[config.mk]
export PLATFORM = sky130hd
export DESIGN_NAME = cfge_grad
export DESIGN_NICKNAME = d
export VERILOG_FILES = /design/src/rtl/cfge_pkg.sv /design/src/rtl/cfge_grad.sv
export SDC_FILE = /design/constraint.sdc
export NUM_CORES = 1
export LEC_CHECK = 0
export BUFFER_PORTS_ARGS = -buffer_cell sky130_fd_sc_hd__buf_2
export CELL_PAD_IN_SITES_DETAIL_PLACEMENT = 1
export CELL_PAD_IN_SITES_GLOBAL_PLACEMENT = 2
export CORE_MARGIN = 2
export CORE_UTILIZATION = 31
export DETAILED_ROUTE_END_ITERATION = 10
export PLACE_DENSITY_LB_ADDON = 0.1
export SLEW_MARGIN = 20
export SYNTH_ARGS = -nofsm -noshare
export SYNTH_HDL_FRONTEND = slang
export SYNTH_SLANG_ARGS = --single-unit
[constraint.sdc]
create_clock -name vclk -period 12.94
set_input_delay 1.941 -clock vclk [all_inputs]
set_output_delay 1.941 -clock vclk [all_outputs]
set_load 0.02 [all_outputs]
[src/rtl/cfge_pkg.sv]
// Shared types and constants of the complex forward-difference gradient block.
package cfge_pkg;

    localparam int DEF_MAX_WIDTH  = 1024;
    localparam int DEF_MAX_HEIGHT = 1024;

    localparam int PIX_W   = 16;
    localparam int GRAD_W  = 18;
    localparam int COORD_W = 10;
    localparam int CFG_W   = 11;
    localparam int CFG_IDX_W = 1;

    localparam logic [CFG_IDX_W-1:0] REG_FRAME_WIDTH  = 1'b0;
    localparam logic [CFG_IDX_W-1:0] REG_FRAME_HEIGHT = 1'b1;

    localparam logic [CFG_W-1:0] FRAME_WIDTH_RST  = 11'd1024;
    localparam logic [CFG_W-1:0] FRAME_HEIGHT_RST = 11'd1024;

    typedef struct packed {
        logic signed [PIX_W-1:0] im;
        logic signed [PIX_W-1:0] re;
    } cpix_t;

endpackage

[src/rtl/cfge_grad.sv]
// Complex gradient of one pixel from its own, right-hand and below samples; zero without a right neighbour.
module cfge_grad (
    input  cfge_pkg::cpix_t                    centre,
    input  cfge_pkg::cpix_t                    right,
    input  cfge_pkg::cpix_t                    below,
    input  logic                               right_ok,
    output logic signed [cfge_pkg::GRAD_W-1:0] grad_re,
    output logic signed [cfge_pkg::GRAD_W-1:0] grad_im
);
    import cfge_pkg::*;

    logic signed [GRAD_W-1:0] c_re, c_im, r_re, r_im, b_re, b_im;

    always_comb begin
        c_re = GRAD_W'(centre.re);
        c_im = GRAD_W'(centre.im);
        r_re = GRAD_W'(right.re);
        r_im = GRAD_W'(right.im);
        b_re = GRAD_W'(below.re);
        b_im = GRAD_W'(below.im);
        if (right_ok) begin
            grad_re = (c_re - r_re) - (c_im - b_im);
            grad_im = (c_im - r_im) + (c_re - b_re);
        end else begin
            grad_re = '0;
            grad_im = '0;
        end
    end

endmodule

; After elaboration in Yosys (flattened, before gate mapping)
; Index checks and enable logic that the tools add are counted.
[word_totals]
register_bits = 0
out_inout_bits = 36
input_bits = 97
[op_classes]
muxes = 2
addsub = 6
[op_table]
columns = operator, count
row1 = 16-bit by 16-bit subtractor with 17-bit output, 4
row2 = 18-bit two-way mux, 2
row3 = 17-bit by 17-bit adder with 18-bit output, 1
row4 = 17-bit by 17-bit subtractor with 18-bit output, 1

; Longest topological paths before layout
; Gate-level depths: netlist of run 1.
[depth]
ltp_word = 3
ltp_mapped = 14
depth_no_buf = 14

; Least setup slack after synthesis of run 1
; No wires, ideal clock.
[synth_timing]
path_type = input to output
startpoint = input port right[16] in the netlist's numbering
endpoint = output port grad_im[14] in the netlist's numbering
arrival_time_ps = 5073
t_required_ps = 10999
setup_slack_ps = 5926
n_path_buf = 0
cell_stages = 13
path_cell_list = inv_1 -> fa_1 -> inv_1 -> fa_1 -> inv_1 -> ha_1 -> fa_1 -> a21o_1 -> a221oi_2 -> nor2_2 -> a2111oi_4 -> o21bai_2 -> mux2i_1
[synth_between]
elab_chain_len = 3
[synth_lines]
columns = element, line_no
row1 = "start, declared", cfge_grad.sv:4  ; input cfge_pkg::cpix_t right,
row2 = 16-bit by 16-bit subtractor with 17-bit output, cfge_grad.sv:23  ; grad_im = (c_im - r_im) + (c_re - b_re);
row3 = 17-bit by 17-bit adder with 18-bit output, cfge_grad.sv:23
row4 = 18-bit two-way mux, cfge_grad.sv:21  ; if (right_ok) begin
row5 = "end, declared", cfge_grad.sv:8  ; output logic signed [cfge_pkg::GRAD_W-1:0] grad_im
; Every way passes these cells.

; Worst setup path in the final report of run 1
[layout_timing]
startpoint = input port centre[0] in the netlist's numbering
endpoint = output port grad_im[14] in the netlist's numbering
[layout_between]
elab_chain_len = 3
[layout_lines]
columns = element, line_no
row1 = "start, declared", cfge_grad.sv:3  ; input cfge_pkg::cpix_t centre,
row2 = 16-bit by 16-bit subtractor with 17-bit output, cfge_grad.sv:23
row3 = 17-bit by 17-bit adder with 18-bit output, cfge_grad.sv:23
row4 = 18-bit two-way mux, cfge_grad.sv:21
; Every way passes these cells.

==> impl_metrics.py, run 1 <==
metrics = {
    "status": {
        "status": "complete, no violations",
    },
    "timing": {
        "max_freq_mhz": 135,
        "fin_tns_setup_ns": 0,
        "final_hold_viol_count": 0,
        "tightest_slew_ns": 0.803,
        "slew_headroom_pct": 46.1,
        "fin_crit_sh_pct": 57.3,
        "min_period_ns": 7.41,
        "fin_ws_ns": 5.53,
        "setup_violations": 0,
        "holdWs_ns": 4.38,
        "slew_violations": 0,
        "rsz0062_at_grt": "false",
    },
    "grt": {
        "grt.total_usage_pct": 16.3,
        "grt_pass1_wl_mm": 17.1,
        "grt_max_degree": 26,
        "antenna_found_initial": 0,
        "grt_pass1_vias": 3673,
        "gr-total-overflow": 0,
    },
    "yosys": {
        "synth_area_leader_cell": "fa_1",
        "synth_fp_nets": 632,
        "netlist_instances": 433,
        "avgSynthCellArea_um2": 8.11,
        "yosys-top-cells-count": "inv_1 (125), fa_1 (66), ha_1 (36), nor2_1 (32), nand2_1 (23)",
        "synth_seq_area_share_pct": 0,
        "synth_top_area_share_pct": 37.6,
        "synth.area.top_cells": "fa_1 (38%), inv_1 (13%), ha_1 (13%), nor2_1 (3.4%), a21oi_1 (3.1%)",
        "yosys_warnings": 0,
        "synth_cell_types": 41,
        "synthesis.area_mm2": 0.00351,
        "yosysMostFrequentCell": "inv_1",
    },
    "setup_path": {
        "cp_slowest_stage_delay_ns": 0.54,
        "crit_family": "adder cells",
        "worstSetupStartpoint": "centre[0]",
        "start_kind": "primary input",
        "required_ns": 11.00,
        "endpoint_kind": "primary output",
        "cpMostUsedCell": "fa_1",
        "cp.buffers_inverters": 4,
        "criticalPathCategory": "primary input to primary output",
        "slowest_stage": "fa_1",
        "crit_path_end": "grad_im[14]",
        "critical_path_cell_count": 14,
        "cp.arrival_ns": 5.47,
        "cp_max_fo": 4,
        "cp_cell_sequence": "buf_2 -> fa_1 -> inv_1 -> fa_1 -> inv_1 -> ha_1 -> fa_1 -> a21o_1 -> a221oi_2 -> nor2_2 -> a2111oi_4 -> o21bai_2 -> mux2i_1 -> buf_2",
    },
    "final_layout": {
        "diodes": 0,
        "seq_cells": 0,
        "ff_latch_area_um2": 0,
        "drive_above_1_share_pct": 26.0,
        "n_clock_buffer": 0,
        "num-nets-final": 763,
        "stdcell_count": 702,
        "utilization_pct": 39.7,
        "syn2layout_area_growth_pct": 23.5,
        "fillers": 1393,
        "multi_input_area_mm2": 0.00303,
        "final_area_mm2": 0.00434,
    },
    "drt": {
        "viasPerCell": 4.67,
        "wl_per_cell_um": 13.9,
        "dr.pass1.iters": 4,
        "antenna_left": 0,
        "routed_wl_mm": 9.74,
        "first_iter_violations": 48,
        "drc_errors": 0,
        "vias": 3277,
    },
    "placed_design": {
        "routabilityCongestion": 0.803,
        "port_buffers": 133,
        "hpwlAfterDp_mm": 9.09,
        "placed_area_mm2": 0.00434,
        "pre_cts_slack_ns": 5.52,
        "dp_cells": 702,
    },
    "floorplanning": {
        "placementRows": 38,
        "start_util_pct": 32.1,
        "die_x_um": 110,
        "dieArea_mm2": 0.0122,
        "ios": 133,
        "die_y_um": 110,
        "core-area_mm2": 0.0109,
    },
    "power_and_ir_drop": {
        "power.density_mw_per_mm2": 127,
        "leakage_nw": 2.50,
        "ir_worst_vdd_mv": 0.0403,
        "p_total_mw": 0.553,
    },
    "min_path": {
        "min_path_cells": 4,
        "worstHoldPathType": "primary input to primary output",
    },
    "clock_tree": {
        "post_cts_buffers": 0,
        "holdBufCountCts": 0,
        "ctsResizeCount": 0,
    },
    "flow_run": {
        "cap_violations": 0,
    },
}
-- cell type report --
type | instances | share of cell area, %
Multi-Input combinational cell | 303 | 69.7
Timing Repair Buffer | 133 | 15.3
Inverter | 126 | 10.9
Tap cell | 140 | 4.04
-- cell usage in the layout, fill, tap and decap left out, types with 8 or more instances in the layout --
cell	count
xor2_1	11
xnor2_1	9
a21oi_1	22
a21o_1	11
buf_2	133
ha_1	36
nand2b_1	8
inv_1	125
nand2_1	23
nor3_1	8
nor2_1	32
o21ai_0	8
fa_1	66
-- worst min-delay path by stage --
stage               from     endpoint  slack (ns)
2_1_floorplan   right_ok  grad_re[13]        4.08
3_3_place_gp   centre[1]   grad_re[0]        4.37
3_5_place_dp   centre[1]   grad_re[0]        4.39
4_1_cts        centre[1]   grad_re[0]        4.38
5_1_grt        centre[1]   grad_re[0]        4.41
6_report       centre[1]   grad_re[0]        4.38
-- layer usage --
| layer | GRT usage [%] | share of wire [%] | routed length, µm |
|---|---|---|---|
| met5 | 0 | 0 | 0 |
| met4 | 0.0833 | 0 | 0 |
| met3 | 1.48 | 4.3 | 422 |
| met2 | 30.5 | 51 | 4960 |
| met1 | 21.7 | 45 | 4350 |
-- kinds of logic after synthesis --
kind of cell | Yosys count | share of synthesized area [%]
AOI/OAI and AO/OA | 71 | 14.5
xor gates and xnor gates | 20 | 4.99
adders and majority gates | 102 | 50.4
buffers and inverters | 130 | 13.9
muxes | 7 | 1.99
and+or+nand+nor | 103 | 14.2
-- tightest hold or removal path, cell delays in order --
cell and delay [ns]:
buf_2 0.11, ha_1 0.13, and2_1 0.10, buf_2 0.15
-- where the power goes --
group | internal, mW | leakage, nW | switching, mW
clock network | 0 | 0 | 0
logic | 0.225 | 2.50 | 0.328
registers | 0 | 0 | 0
No activity file was read; power rests on OpenSTA's default activity.
==> run 2, diff against run 1 <==
--- a/config.mk
+++ b/config.mk
@@ -9,7 +9,7 @@
 export CELL_PAD_IN_SITES_DETAIL_PLACEMENT = 1
 export CELL_PAD_IN_SITES_GLOBAL_PLACEMENT = 2
 export CORE_MARGIN = 2
-export CORE_UTILIZATION = 31
+export CORE_UTILIZATION = 26
 export DETAILED_ROUTE_END_ITERATION = 10
 export PLACE_DENSITY_LB_ADDON = 0.1
 export SLEW_MARGIN = 20
==> constraint.sdc (replaced) <==
create_clock -name vclk -period 6.3
set_input_delay 0.945 -clock vclk [all_inputs]
set_output_delay 0.945 -clock vclk [all_outputs]
set_load 0.02 [all_outputs]
==> run 2 against run 1 <==
Non-clock buffer count unchanged. Hold slack worse by 2.0 ns. First-iteration DRC count is 2.1% higher. Critical path depth stayed put. Combinational power increased by 110%. Via count fell by 2.4%. Cell area is 1.0% higher. Flip-flop and latch count unchanged. Utilization shrank 6.6 points. Global-route usage down 2.7 points. Die area increased by 19%. Count of clock-buffer cells in the layout unchanged. Largest cell class unchanged. Largest power group unchanged.
==> impl_metrics.py, run 2 (synthesis gave the netlist of run 1 again) <==
metrics = {
    "final_layout": {
        "num-nets-final": 763,
        "multi_input_area_mm2": 0.00303,
        "drive_above_1_share_pct": 26.0,
        "ff_latch_area_um2": 0,
        "final_common_cell": "buf_2",
        "diodes": 0,
        "syn2layout_area_growth_pct": 24.8,
        "seq_cells": 0,
        "fillers": 1663,
        "most-common-layout-cells": "buf_2 (133), inv_1 (125), fa_1 (66)",
        "final_area_mm2": 0.00438,
        "n_clock_buffer": 0,
    },
    "drt": {
        "viasPerCell": 4.33,
        "drc_errors": 0,
        "antenna_left": 0,
        "first_iter_violations": 49,
        "dr.pass1.iters": 4,
        "routed_wl_mm": 9.85,
        "vias": 3197,
        "wl_per_cell_um": 13.3,
    },
    "clock_tree": {
        "ctsResizeCount": 0,
        "holdBufCountCts": 0,
        "post_cts_buffers": 0,
    },
    "setup_path": {
        "criticalPathCategory": "primary input to primary output",
        "endpoint_kind": "primary output",
        "cp.arrival_ns": 4.40,
        "required_ns": 5.35,
        "cp_max_fo": 4,
        "worstSetupStartpoint": "centre[0]",
        "start_kind": "primary input",
    },
    "power_and_ir_drop": {
        "leakage_nw": 2.50,
        "ir_worst_vdd_mv": 0.0843,
        "power.density_mw_per_mm2": 261,
    },
    "floorplanning": {
        "placementRows": 42,
        "die_x_um": 120,
        "dieArea_mm2": 0.0145,
        "start_util_pct": 26.5,
        "core-area_mm2": 0.0132,
        "die_y_um": 120,
        "ios": 133,
    },
    "grt": {
        "grt.total_usage_pct": 13.6,
        "antenna_found_initial": 0,
        "gr-total-overflow": 0,
        "grt_max_degree": 26,
        "grt_pass1_vias": 3593,
        "grt_pass1_wl_mm": 16.3,
    },
    "timing": {
        "setup_violations": 0,
        "min_period_ns": 5.34,
        "fin_tns_setup_ns": 0,
        "tightest_slew_ns": 0.861,
        "slew_headroom_pct": 42.3,
        "fin_crit_sh_pct": 84.8,
        "slew_violations": 0,
        "max_freq_mhz": 187,
        "final_hold_viol_count": 0,
        "rsz0062_at_grt": "false",
    },
    "status": {
        "status": "complete, no violations",
    },
    "min_path": {
        "min_path_cells": 4,
        "worstHoldPathType": "primary input to primary output",
        "hp-start": "centre[1]",
    },
    "placed_design": {
        "hpwlAfterDp_mm": 9.21,
        "port_buffers": 133,
        "placed_area_mm2": 0.00438,
        "routabilityCongestion": 0.753,
    },
    "flow_run": {
        "cap_violations": 0,
    },
}
[run 2: cell counts in the layout (fill, tap and decap cells not counted)]
Identical to the previous run, type by type.
[run 2: critical path, stage by stage]
cell and delay [ns]:
buf_2 0.12, fa_1 0.52, inv_1 0.04, fa_1 0.48
inv_1 0.04, ha_1 0.20, fa_1 0.41, a21o_1 0.22
a221oi_2 0.36, nor2_2 0.10, a2111oi_4 0.49, o21bai_2 0.13
mux2i_1 0.15, buf_2 0.18
[run 2: path summary, 6_finish.rpt]
| kind | to | slack [ns] |
|---|---|---|
| max | grad_im[14] | 0.96 |
| min | grad_re[0] | 2.39 |
[run 2: layout make-up]
| type | count | area share, % |
|---|---|---|
| tap | 176 | 5.02 |
| timing repair buffer | 133 | 15.2 |
| multi-input combinational | 303 | 69.0 |
| inverter | 126 | 10.8 |
[run 2: through the flow]
step           total power, mW  setup WS, ns  hold WS (ns)  instances  utilization, %
6_report                  1.14         0.957          2.39        738            33.1
5_1_grt                   1.30         0.684          2.41        738            33.1
4_1_cts                   1.17         0.906          2.39        738            33.1
3_5_place_dp              1.17         0.919          2.39        738            33.1
3_3_place_gp              1.16         0.921          2.39        738            33.1
2_1_floorplan            0.833          1.28          2.09        433               -
[run 2: power breakdown]
part / leakage [nW] / internal, mW / switching, mW
logic: 2.50 / 0.464 / 0.679
registers: 0 / 0 / 0
clock network: 0 / 0 / 0
total: 2.50 / 0.464 / 0.679
[run 2: per-layer routing]
layer	track usage, %	up-vias	wire length [µm]
met5	0	-	0
met4	0	0	0
met3	1.27	0	487
met2	25.4	67	4950
met1	18.2	1514	4410
li1	-	1616	-
==> run 3, diff against run 2 <==
--- a/config.mk
+++ b/config.mk
@@ -9,7 +9,7 @@
 export CELL_PAD_IN_SITES_DETAIL_PLACEMENT = 1
 export CELL_PAD_IN_SITES_GLOBAL_PLACEMENT = 2
 export CORE_MARGIN = 2
-export CORE_UTILIZATION = 26
+export CORE_UTILIZATION = 29
 export DETAILED_ROUTE_END_ITERATION = 10
 export PLACE_DENSITY_LB_ADDON = 0.1
 export SLEW_MARGIN = 20
==> constraint.sdc (replaced) <==
create_clock -name vclk -period 5
set_input_delay 0.75 -clock vclk [all_inputs]
set_output_delay 0.75 -clock vclk [all_outputs]
set_load 0.02 [all_outputs]
==> run 3 against run 2 <==
Die area fell by 10%. Cell area increased by 0.54%. Total power rose by 30%. Largest cell class unchanged. Highest routed layer unchanged.
==> impl_metrics.py, run 3 (synthesis gave the netlist of run 1 again) <==
metrics = {
    "grt": {
        "grt.total_usage_pct": 15.4,
        "grt_max_degree": 22,
        "antenna_found_initial": 0,
        "gr-total-overflow": 0,
        "grt_pass1_vias": 3599,
        "grt_pass1_wl_mm": 16.6,
    },
    "placed_design": {
        "hpwlAfterDp_mm": 9.25,
        "pre_cts_slack_ns": 0.0321,
        "placed_area_mm2": 0.00436,
        "routabilityCongestion": 0.816,
        "dp_cells": 710,
        "port_buffers": 133,
    },
    "drt": {
        "antenna_left": 0,
        "top_layer": "met3",
        "drt-met1-wl_mm": 4.20,
        "vias": 3276,
        "dr.pass1.iters": 4,
        "drc_errors": 0,
        "viasPerCell": 4.60,
        "routed_wl_mm": 9.90,
        "wl_per_cell_um": 13.9,
        "met3_length_um": 508,
        "first_iter_violations": 56,
        "dr_wl_met2_mm": 5.19,
    },
    "timing": {
        "slew_violations": 0,
        "final_hold_viol_count": 0,
        "fin_crit_sh_pct": 95.8,
        "max_freq_mhz": 209,
        "rsz0062_at_grt": "true",
        "holdWs_ns": 1.98,
        "slew_headroom_pct": 71.6,
        "fin_ws_ns": 0.210,
        "fin_tns_setup_ns": 0,
        "min_period_ns": 4.79,
        "tightest_slew_ns": 0.424,
        "setup_violations": 0,
    },
    "setup_path": {
        "start_kind": "primary input",
        "cp_slowest_stage_delay_ns": 0.53,
        "slowest_stage": "fa_1",
        "endpoint_kind": "primary output",
        "cp_cell_sequence": "buf_2 -> fa_1 -> inv_1 -> fa_1 -> inv_1 -> ha_1 -> fa_2 -> a21o_1 -> a221oi_4 -> nor2_2 -> a2111oi_4 -> buf_4 -> o21bai_2 -> mux2i_1 -> buf_4",
        "required_ns": 4.25,
        "cp_max_fo": 3,
        "criticalPathCategory": "primary input to primary output",
        "cp.arrival_ns": 4.04,
    },
    "final_layout": {
        "drive_above_1_share_pct": 26.9,
        "syn2layout_area_growth_pct": 25.5,
        "num-nets-final": 766,
        "final_common_cell": "buf_2",
        "stdcell_count": 712,
        "diodes": 0,
        "ff_latch_area_um2": 0,
        "seq_cells": 0,
        "n_clock_buffer": 0,
        "final_area_mm2": 0.00441,
        "most-common-layout-cells": "buf_2 (131), inv_1 (125), fa_1 (65)",
    },
    "min_path": {
        "min_to": "grad_re[0]",
        "hp-start": "centre[1]",
        "worstHoldPathType": "primary input to primary output",
        "min_path_cells": 4,
    },
    "floorplanning": {
        "die_x_um": 114,
        "core-area_mm2": 0.0119,
        "die_y_um": 114,
        "ios": 133,
        "dieArea_mm2": 0.0130,
        "start_util_pct": 29.5,
        "placementRows": 40,
    },
    "flow_run": {
        "cap_violations": 0,
    },
    "power_and_ir_drop": {
        "ir_worst_vdd_mv": 0.145,
        "power.density_mw_per_mm2": 336,
        "leakage_nw": 2.52,
    },
    "status": {
        "status": "complete, no violations",
    },
}
## run 3: final cells by class
| cell class | count | area [µm²] |
|---|---|---|
| Multi-Input combinational cell | 303 | 3060 |
| Timing Repair Buffer | 136 | 693 |
| Fill cell | 1525 | 7500 |
| Tap cell | 147 | 184 |
| Inverter | 126 | 473 |
## run 3: how the worst max path moves through the flow
stage	start	endpoint	slack, ns	depth (start not counted)
2_1_floorplan	right[16]	grad_im[14]	0.37	13
3_5_place_dp	centre[0]	grad_im[16]	0.03	14
3_3_place_gp	centre[0]	grad_im[16]	0.05	14
5_1_grt	centre[0]	grad_im[14]	-0.02	15
6_report	centre[0]	grad_im[14]	0.21	15
4_1_cts	centre[0]	grad_im[16]	0.01	14
## run 3: layer usage
| layer | global-route usage, % | up-vias |
|---|---|---|
| li1 | - | 1618 |
| met1 | 19.8 | 1574 |
| met2 | 29.8 | 84 |
| met3 | 1.16 | 0 |
| met4 | 0 | 0 |
| met5 | 0 | - |
## run 3: power breakdown
part           leakage (nW)  total, mW  switching (mW)  internal (mW)
logic                  2.52       1.48           0.871          0.611
clock network             0          0               0              0
registers                 0          0               0              0
## run 3: metrics by stage
| step | utilization [%] | total power [mW] |
|---|---|---|
| 6_report | 37.0 | 1.48 |
| 5_1_grt | 37.0 | 1.68 |
| 4_1_cts | 36.6 | 1.48 |
| 3_5_place_dp | 36.6 | 1.47 |
| 3_3_place_gp | 36.6 | 1.44 |
| 2_1_floorplan | - | 1.05 |
## run 3: timing repair
item	in CTS	in global routing
gates resized for setup	0	7
hold buffers	0	0
buffers inserted	0	2
endpoints found under the setup margin	0	5
hold endpoints to repair	0	0
## run 3: critical path: cells and delay by family
| kind | cells | cell delay (ns) |
|---|---|---|
| AO/OA/AOI/OAI | 4 | 0.91 |
| adder cells (fa/ha/maj) | 4 | 1.57 |
| multiplexers | 1 | 0.15 |
| AND/OR/NAND/NOR | 1 | 0.09 |
| buffers and inverters | 5 | 0.57 |
